--- src/rtl/core/tis_pkg.sv ---
`default_nettype none

package tis_pkg;

    localparam int unsigned TS_W      = 64;
    localparam int unsigned IVL_W     = 32;
    localparam int unsigned DIV_CNT_W = $clog2(IVL_W);

    localparam logic [IVL_W-1:0] COUNT_MAX    = '1;
    localparam logic [IVL_W-1:0] JITTER_RESET = IVL_W'(2);

    typedef struct packed {
        logic load;
        logic eval;
        logic div_start;
        logic commit;
    } cmd_t;

    typedef struct packed {
        logic need_div;
        logic div_done;
        logic out_free;
    } sts_t;

endpackage

`default_nettype wire

--- src/rtl/core/tis_div.sv ---
`default_nettype none

module tis_div (
    input  wire logic                      aclk,
    input  wire logic                      aresetn,
    input  wire logic                      start,
    input  wire logic [tis_pkg::IVL_W-1:0] dividend,
    input  wire logic [tis_pkg::IVL_W-1:0] divisor,
    output logic                           done,
    output logic      [tis_pkg::IVL_W-1:0] quotient
);

    logic                          busy_reg;
    logic                          done_reg;
    logic [tis_pkg::DIV_CNT_W-1:0] step_reg;
    logic [tis_pkg::IVL_W-1:0]     rem_reg;
    logic [tis_pkg::IVL_W-1:0]     quo_reg;
    logic [tis_pkg::IVL_W-1:0]     dsr_reg;

    logic [tis_pkg::IVL_W:0]       shifted;
    logic [tis_pkg::IVL_W:0]       trial;
    logic                          fits;

    // one restoring step per cycle while busy, dividend shifted out of quo_reg
    assign shifted = {rem_reg, quo_reg[tis_pkg::IVL_W-1]};
    assign trial   = shifted - {1'b0, dsr_reg};
    assign fits    = ~trial[tis_pkg::IVL_W];

    always_ff @(posedge aclk) begin
        if (!aresetn) begin
            busy_reg <= 1'b0;
            done_reg <= 1'b0;
            step_reg <= '0;
        end else begin
            done_reg <= 1'b0;
            if (start) begin
                busy_reg <= 1'b1;
                step_reg <= '0;
            end else if (busy_reg) begin
                step_reg <= step_reg + 1'b1;
                if (step_reg == tis_pkg::DIV_CNT_W'(tis_pkg::IVL_W - 1)) begin
                    busy_reg <= 1'b0;
                    done_reg <= 1'b1;
                end
            end
        end
    end

    always_ff @(posedge aclk) begin
        if (start) begin
            rem_reg <= '0;
            quo_reg <= dividend;
            dsr_reg <= divisor;
        end else if (busy_reg) begin
            rem_reg <= fits ? trial[tis_pkg::IVL_W-1:0] : shifted[tis_pkg::IVL_W-1:0];
            quo_reg <= {quo_reg[tis_pkg::IVL_W-2:0], fits};
        end
    end

    assign done     = done_reg;
    assign quotient = quo_reg;

`ifndef SYNTHESIS
    a_done_after_busy: assert property (@(posedge aclk) disable iff (!aresetn)
        done_reg |-> $past(busy_reg))
        else $error("divider done without a preceding busy step");
`endif

endmodule

`default_nettype wire

--- src/rtl/core/tis_ctrl.sv ---
`default_nettype none

module tis_ctrl (
    input  wire logic          aclk,
    input  wire logic          aresetn,
    input  wire logic          s_valid,
    output logic               s_ready,
    input  wire tis_pkg::sts_t sts,
    output tis_pkg::cmd_t      cmd
);

    typedef enum logic [2:0] {
        ST_IDLE,
        ST_EVAL,
        ST_PREP,
        ST_DIV,
        ST_FIN
    } state_t;

    state_t state_reg;
    logic   s_ready_reg;

    always_ff @(posedge aclk) begin
        if (!aresetn) begin
            state_reg   <= ST_IDLE;
            s_ready_reg <= 1'b1;
        end else begin
            case (state_reg)
                ST_IDLE: begin
                    if (s_valid && s_ready_reg) begin
                        state_reg   <= ST_EVAL;
                        s_ready_reg <= 1'b0;
                    end
                end
                ST_EVAL: begin
                    state_reg <= ST_PREP;
                end
                ST_PREP: begin
                    state_reg <= sts.need_div ? ST_DIV : ST_FIN;
                end
                ST_DIV: begin
                    if (sts.div_done) begin
                        state_reg <= ST_FIN;
                    end
                end
                ST_FIN: begin
                    if (sts.out_free) begin
                        state_reg   <= ST_IDLE;
                        s_ready_reg <= 1'b1;
                    end
                end
                default: begin
                    state_reg   <= ST_IDLE;
                    s_ready_reg <= 1'b1;
                end
            endcase
        end
    end

    assign s_ready       = s_ready_reg;
    assign cmd.load      = (state_reg == ST_IDLE) && s_valid && s_ready_reg;
    assign cmd.eval      = (state_reg == ST_EVAL);
    assign cmd.div_start = (state_reg == ST_PREP) && sts.need_div;
    assign cmd.commit    = (state_reg == ST_FIN) && sts.out_free;

`ifndef SYNTHESIS
    a_ready_only_idle: assert property (@(posedge aclk) disable iff (!aresetn)
        s_ready_reg |-> (state_reg == ST_IDLE))
        else $error("input ready outside idle");
`endif

endmodule

`default_nettype wire

--- src/rtl/core/tis_dp.sv ---
`default_nettype none

module tis_dp (
    input  wire logic                      aclk,
    input  wire logic                      aresetn,
    input  wire tis_pkg::cmd_t             cmd,
    output tis_pkg::sts_t                  sts,
    input  wire logic [tis_pkg::TS_W-1:0]  s_timestamp,
    input  wire logic                      cfg_valid,
    output logic                           cfg_ready,
    input  wire logic [tis_pkg::IVL_W-1:0] cfg_data,
    output logic                           m_valid,
    input  wire logic                      m_ready,
    output logic                           m_updated,
    output logic      [tis_pkg::IVL_W-1:0] m_interval_count,
    output logic      [tis_pkg::IVL_W-1:0] m_mean_interval,
    output logic      [tis_pkg::IVL_W-1:0] m_min_interval,
    output logic      [tis_pkg::IVL_W-1:0] m_max_interval,
    output logic                           m_timing_ok
);

    localparam int unsigned W = tis_pkg::IVL_W;

    // statistics state
    logic [tis_pkg::TS_W-1:0] last_reg;
    logic [W-1:0]             count_reg;
    logic [W-1:0]             mean_reg;
    logic [W-1:0]             min_reg;
    logic [W-1:0]             max_reg;
    logic [W-1:0]             jitter_reg;

    // per-beat working registers
    logic [tis_pkg::TS_W-1:0] ts_reg;
    logic [W-1:0]             dt_reg;
    logic [W-1:0]             cnt_new_reg;
    logic                     upd_reg;
    logic                     zero_reg;
    logic                     neg_reg;

    // output register
    logic                     m_valid_reg;
    logic                     m_updated_reg;
    logic [W-1:0]             m_count_reg;
    logic [W-1:0]             m_mean_reg;
    logic [W-1:0]             m_min_reg;
    logic [W-1:0]             m_max_reg;
    logic                     m_ok_reg;

    logic                     ts_zero;
    logic                     ts_stale;
    logic [W-1:0]             dt;
    logic [W-1:0]             cnt_inc;
    logic                     first_ivl;
    logic [W:0]               diff;
    logic [W-1:0]             diff_mag;
    logic                     div_done;
    logic [W-1:0]             quotient;

    logic [W-1:0]             count_next;
    logic [W-1:0]             mean_next;
    logic [W-1:0]             min_next;
    logic [W-1:0]             max_next;
    logic [W-1:0]             spread;
    logic                     ok_next;

    assign ts_zero  = (ts_reg == '0);
    assign ts_stale = (last_reg == '0) || (ts_reg <= last_reg);
    assign dt       = ts_reg[W-1:0] - last_reg[W-1:0];
    assign cnt_inc  = (count_reg == tis_pkg::COUNT_MAX) ? count_reg : count_reg + 1'b1;

    assign first_ivl = (cnt_new_reg == W'(1));
    assign diff      = {1'b0, dt_reg} - {1'b0, mean_reg};
    assign diff_mag  = diff[W] ? (~diff[W-1:0] + 1'b1) : diff[W-1:0];

    tis_div u_div (
        .aclk     (aclk),
        .aresetn  (aresetn),
        .start    (cmd.div_start),
        .dividend (diff_mag),
        .divisor  (cnt_new_reg),
        .done     (div_done),
        .quotient (quotient)
    );

    always_ff @(posedge aclk) begin
        if (cmd.load) begin
            ts_reg <= s_timestamp;
        end
        if (cmd.eval) begin
            dt_reg      <= dt;
            cnt_new_reg <= cnt_inc;
            zero_reg    <= ts_zero;
            upd_reg     <= !ts_zero && !ts_stale && (dt != '0);
        end
        if (cmd.div_start) begin
            neg_reg <= diff[W];
        end
    end

    always_comb begin
        count_next = count_reg;
        mean_next  = mean_reg;
        min_next   = min_reg;
        max_next   = max_reg;
        if (upd_reg) begin
            count_next = cnt_new_reg;
            if (first_ivl) begin
                mean_next = dt_reg;
                min_next  = dt_reg;
                max_next  = dt_reg;
            end else begin
                mean_next = neg_reg ? mean_reg - quotient : mean_reg + quotient;
                if ((min_reg == '0) || (dt_reg < min_reg)) begin
                    min_next = dt_reg;
                end
                if (dt_reg > max_reg) begin
                    max_next = dt_reg;
                end
            end
        end
        spread  = (max_next >= min_next) ? max_next - min_next : min_next - max_next;
        ok_next = (count_next != '0) && (spread <= jitter_reg);
    end

    always_ff @(posedge aclk) begin
        if (!aresetn) begin
            last_reg    <= '0;
            count_reg   <= '0;
            mean_reg    <= '0;
            min_reg     <= '0;
            max_reg     <= '0;
            jitter_reg  <= tis_pkg::JITTER_RESET;
            m_valid_reg <= 1'b0;
        end else begin
            if (cfg_valid) begin
                jitter_reg <= cfg_data;
            end
            if (cmd.commit) begin
                if (!zero_reg) begin
                    last_reg <= ts_reg;
                end
                count_reg   <= count_next;
                mean_reg    <= mean_next;
                min_reg     <= min_next;
                max_reg     <= max_next;
                m_valid_reg <= 1'b1;
            end else if (m_ready) begin
                m_valid_reg <= 1'b0;
            end
        end
    end

    always_ff @(posedge aclk) begin
        if (cmd.commit) begin
            m_updated_reg <= upd_reg;
            m_count_reg   <= count_next;
            m_mean_reg    <= mean_next;
            m_min_reg     <= min_next;
            m_max_reg     <= max_next;
            m_ok_reg      <= ok_next;
        end
    end

    assign sts.need_div = upd_reg && !first_ivl;
    assign sts.div_done = div_done;
    assign sts.out_free = !m_valid_reg || m_ready;

    assign cfg_ready        = 1'b1;
    assign m_valid          = m_valid_reg;
    assign m_updated        = m_updated_reg;
    assign m_interval_count = m_count_reg;
    assign m_mean_interval  = m_mean_reg;
    assign m_min_interval   = m_min_reg;
    assign m_max_interval   = m_max_reg;
    assign m_timing_ok      = m_ok_reg;

`ifndef SYNTHESIS
    a_min_le_max: assert property (@(posedge aclk) disable iff (!aresetn)
        (m_valid_reg && m_updated_reg) |-> (m_min_reg <= m_max_reg))
        else $error("min interval above max interval");
    a_upd_count: assert property (@(posedge aclk) disable iff (!aresetn)
        (m_valid_reg && m_updated_reg) |-> (m_count_reg != '0))
        else $error("updated beat with zero count");
    a_ok_count: assert property (@(posedge aclk) disable iff (!aresetn)
        (m_valid_reg && m_ok_reg) |-> (m_count_reg != '0))
        else $error("timing_ok with zero count");
`endif

endmodule

`default_nettype wire

--- src/rtl/core/tick_interval_statistics.sv ---
// Interval statistics over a stream of 64-bit millisecond timestamps. Each
// input beat gives exactly one result beat carrying the count, running mean,
// minimum and maximum of the intervals seen so far, whether this beat added
// an interval, and timing_ok (count nonzero and max - min <= jitter_limit).
// Zero timestamps are ignored; the first, non-advancing or equal-low-word
// timestamps are stored without updating the statistics. One beat is in
// flight at a time: a beat that updates the mean after the first interval
// waits on the 32-step radix-2 divider for the mean correction; others skip
// it. A finished result waits in an output register, so the next beat can
// be taken before it is consumed. jitter_limit resets to 2; the user must
// write it through the cfg channel while idle; the block does not enforce it.
`default_nettype none

module tick_interval_statistics (
    input  wire logic                      aclk,
    input  wire logic                      aresetn,
    input  wire logic                      s_valid,
    output logic                           s_ready,
    input  wire logic [tis_pkg::TS_W-1:0]  s_timestamp,
    output logic                           m_valid,
    input  wire logic                      m_ready,
    output logic                           m_updated,
    output logic      [tis_pkg::IVL_W-1:0] m_interval_count,
    output logic      [tis_pkg::IVL_W-1:0] m_mean_interval,
    output logic      [tis_pkg::IVL_W-1:0] m_min_interval,
    output logic      [tis_pkg::IVL_W-1:0] m_max_interval,
    output logic                           m_timing_ok,
    input  wire logic                      cfg_valid,
    output logic                           cfg_ready,
    input  wire logic [tis_pkg::IVL_W-1:0] cfg_data
);

    tis_pkg::cmd_t cmd;
    tis_pkg::sts_t sts;

    tis_ctrl u_ctrl (
        .aclk    (aclk),
        .aresetn (aresetn),
        .s_valid (s_valid),
        .s_ready (s_ready),
        .sts     (sts),
        .cmd     (cmd)
    );

    tis_dp u_dp (
        .aclk             (aclk),
        .aresetn          (aresetn),
        .cmd              (cmd),
        .sts              (sts),
        .s_timestamp      (s_timestamp),
        .cfg_valid        (cfg_valid),
        .cfg_ready        (cfg_ready),
        .cfg_data         (cfg_data),
        .m_valid          (m_valid),
        .m_ready          (m_ready),
        .m_updated        (m_updated),
        .m_interval_count (m_interval_count),
        .m_mean_interval  (m_mean_interval),
        .m_min_interval   (m_min_interval),
        .m_max_interval   (m_max_interval),
        .m_timing_ok      (m_timing_ok)
    );

endmodule

`default_nettype wire
--- config.mk ---
export PLATFORM = sky130hd
export DESIGN_NAME = tick_interval_statistics
export DESIGN_NICKNAME = d
export VERILOG_FILES = /design/src/rtl/core/tis_pkg.sv /design/src/rtl/core/tis_div.sv /design/src/rtl/core/tis_ctrl.sv /design/src/rtl/core/tis_dp.sv /design/src/rtl/core/tick_interval_statistics.sv
export SDC_FILE = /design/constraint.sdc
export NUM_CORES = 2
export LEC_CHECK = 0
export BUFFER_PORTS_ARGS = -buffer_cell sky130_fd_sc_hd__buf_2
export CELL_PAD_IN_SITES_DETAIL_PLACEMENT = 0
export CELL_PAD_IN_SITES_GLOBAL_PLACEMENT = 1
export CORE_MARGIN = 8
export CORE_UTILIZATION = 30
export CTS_BUF_LIST = sky130_fd_sc_hd__clkbuf_2 sky130_fd_sc_hd__clkbuf_4 sky130_fd_sc_hd__clkbuf_8
export DETAILED_ROUTE_END_ITERATION = 12
export PLACE_DENSITY = 0.66
export SETUP_SLACK_MARGIN = 0.1
export SYNTH_ARGS = -nofsm -noshare
export SYNTH_HDL_FRONTEND = slang
export SYNTH_HIERARCHICAL = 1
export SYNTH_SLANG_ARGS = --single-unit
--- constraint.sdc ---
create_clock -name aclk -period 15.1 [get_ports aclk]
set_input_delay 3.02 -clock aclk [delete_from_list [all_inputs] [get_ports aclk]]
set_output_delay 3.02 -clock aclk [all_outputs]
set_load 0.02 [all_outputs]
==> summary.md <==
| Metric | Value |
|---|---|
| Hpwl dp | 90,220 µm |
| Std cell rows | between 100 and 150 |
| Initial DRC count | around 2,100 |
| Fmax | 104.7 MHz |
| Die Height | 372.8 µm |
| Port-buffer cells | 232 |
| Die width | between 300 and 400 µm |
| Antenna Violating Nets Remaining | 0 |
| CP Capture Type | flop |
| Total gr overflow | 0 |
| Clock Skews | around 0.065 ns |
| Mapped cell area | between 30,000 and 40,000 µm² |
| Worst Path Required | about 16 ns |
| Total CTS buffers | 112 |
| Minimum clock period | about 9.5 ns |
| Post-synth ARST share | 0% |
| Headroom to the max-slew limit | around 25% |
| CP most frequent cell | o21ai_0 |
| Post-Syn Nets | roughly 4,500 |
| Max incr delay on CP | around 0.84 ns |
| Distinct cells, synth | between 90 and 100 |
| Worst-Skew Late Latency | roughly 0.84 ns |
| Finished Cell Area | 43,780 µm² |
| Maximum vdd ir drop | approximately 0.11 mV |
| # Max-Cap Violations | 0 |
| Post-layout util | 34.51% |
| Root Buffer | clkbuf_8 |
| # hold bufs at CTS | 0 |
| Leakage | 17.44 nW |
| Setup violators final | 0 |
| Layout Area Growth over Synthesis | 14.66% |
| Placer's final routability congestion estimate | 0.8939 |
| Sequential area share after synthesis | about two fifths |
| Critical path startpoint category | flop |
| Number of global-route vias before repair | between 20,000 and 30,000 |
| Clock Sinks | 593 |
| Post-synth top area share | 25.56% |
| Total wire length | ~120,000 µm |
| Yosys top cell by area | edfxtp_1 |
| Die area | roughly 140,000 µm² |
| Main area contributors after synthesis | edfxtp_1 (26%), dfxtp_1 (14%), ha_1 (11%) |
| YS warnings | 6 |
| WHS | 0.4712 ns |
| Status | completed |
| Largest net degree at the start of global routing | ~130 |
| Post-CTS Setup Inserts | 0 |
| Power Density | 205.6 nW/µm² |
| RSZ-0062 raised after global routing | no |
| Worst-margin pin slew | around 1.1 ns |
| First-pass GRT wire length | roughly 180,000 µm |
| Drt drc | 0 |
| Hold Startpoint | u_dp/last_reg[25] |
| Post-synth EDFFs | ~330 |
| TritonRoute pass-1 iters | 6 |
| Layout cells sized above 1 | 13.50% |
| Critical path class | reg -> reg |
| Synth Area per Inst | roughly 9.3 µm² |
| H-Tree Depth | 3 |
| Max Buffers Root-to-Sink | 3 |
| CTS tree | yes |
| Setup TNS | 0 ns |
| Initial antenna violation count | 10 |
| Worst r2r src | u_dp/cnt_new_reg[23] |
| Cells after synthesis | between 4,000 and 5,000 |
| Via density | between 5 and 6 |
| Setup crit start | u_dp/cnt_new_reg[23] |
| Post-DP Area | between 40,000 and 50,000 µm² |
| Primary FF master, synth | edfxtp_1 |
| Hold Crit Class | reg -> reg |
| Starting Density | between 30% and 40% |
| CP arrival | between 10 and 15 ns |
| Worst-path clk slew | 0.06 ns |
| Hold Vio Cnt, Final | 0 |
| Final max-slew violation count | 0 |
| # resized after CTS | 0 |
| IO Pins | about 230 |
| # nets final | roughly 4,700 |
| CP max-delay cell | nand2_1 |
| Total Routing Usage GR | roughly 16% |
| Routed len/inst | approximately 20 µm |
| #FFs+latches synth | around 590 |
| Core footprint | around 130,000 µm² |
| Final Total Pwr | around 0.0090 W |
| Vias | 30,590 |
| Largest fanout on the critical path | 63 |
| Tcrit/Tclk final | a little over three fifths |
-- layout make-up --
| type | count | area, µm² |
|---|---|---|
| fill | 13180 | 83080 |
| multi-input combinational | 3011 | 21300 |
| sequential | 593 | 15130 |
| tap | 1662 | 2079 |
| clock buffer | 138 | 1787 |
| timing repair buffer | 260 | 1399 |
| inverter | 317 | 1192 |
| clock inverter | 75 | 885.9 |
| antenna | 4 | 10.01 |
-- stage by stage --
stage | cells | worst slack [ns]
final | 6060 | 5.551
after CTS | 6056 | 5.763
after global placement | 5843 | 5.862
after detailed placement | 5843 | 5.789
after global routing | 6058 | 4.920
after floorplan | 4085 | 1.296
-- metal layers --
layer,wire [µm],vias to the layer above,track usage (%)
li1,-,15170,-
met1,56300,14560,22.30
met2,54710,710,26.59
met3,5585,143,2.308
met4,2688,0,4.715
met5,0,-,0
-- synthesized netlist by cell type (all sizes together) (8+ instances only) --
cell     count
mux2i      246
o21a        41
dfxtp      268
o211ai      33
or3         11
mux2       103
nor4        70
a21oi      349
nor2       306
o31a         9
inv        317
clkbuf     130
nor2b       38
o21bai      33
nand4       84
a211o        8
a211oi      81
a31oi       17
a221oi      12
xor2        72
o31ai       19
xnor2      159
ha         322
o21ai      153
buf         34
and3        31
a21o       120
edfxtp     325
nor3        52
nand3       37
nand2b      38
or2         12
o2111ai      8
nand2      422
and2        21
-- logic make-up (layout without fill, tap and decap cells) --
logic type               after synthesis  after routing  synth area share [%]
AO/OA/AOI/OAI                        947            947                 15.79
XOR/XNOR                             231            231                 5.318
adder cells (fa/ha/maj)              328            328                 10.87
buffers and inverters                481            790                 4.833
flip-flops                           593            593                 39.61
multiplexers                         349            349                 9.496
other                                  1              5              0.009821
AND/OR/NAND/NOR                     1155           1155                 14.08
-- cell usage in the layout (no fill, tap or decap), drive strengths merged, types with 37 or more instances in the layout --
master	n
a21o	120
ha	322
o21ai	153
clkbuf	138
dfxtp	268
a211oi	81
nor3	52
nor2	306
clkinv	48
mux2i	246
mux2	103
nand2	422
a21oi	349
nand3	37
nand4	84
nand2b	38
nor2b	38
buf	260
inv	321
nor4	70
o21a	41
edfxtp	325
xor2	72
xnor2	159
-- path summary, 6_finish.rpt --
kind / end / slack [ns] / cells past startpoint
max: u_dp/m_timing_ok / 5.55 / 35
min: u_dp/last_reg[25] / 0.47 / 2
max reg2reg: u_dp/m_timing_ok / 5.55 / 35
min reg2reg: u_dp/last_reg[25] / 0.47 / 2
-- worst max-delay path: cells and delay by family, from the launching register on --
family	cells	cell delay [ns]
compound gates	16	3.09
fa+ha+maj	3	0.98
buf+inv	2	1.34
xor+xnor	1	0.18
simple gates	11	2.86
mux	2	0.45
flops	1	0.42
-- report_power, final --
group | switching [W] | leakage [nW] | internal (W)
combinational | 0.00292 | 10.9 | 0.00188
clock | 0.000798 | 1.38 | 0.00109
sequential | 0.000264 | 5.20 | 0.00205
total | 0.00398 | 17.4 | 0.00502
No activity file was read; power rests on OpenSTA's default activity.
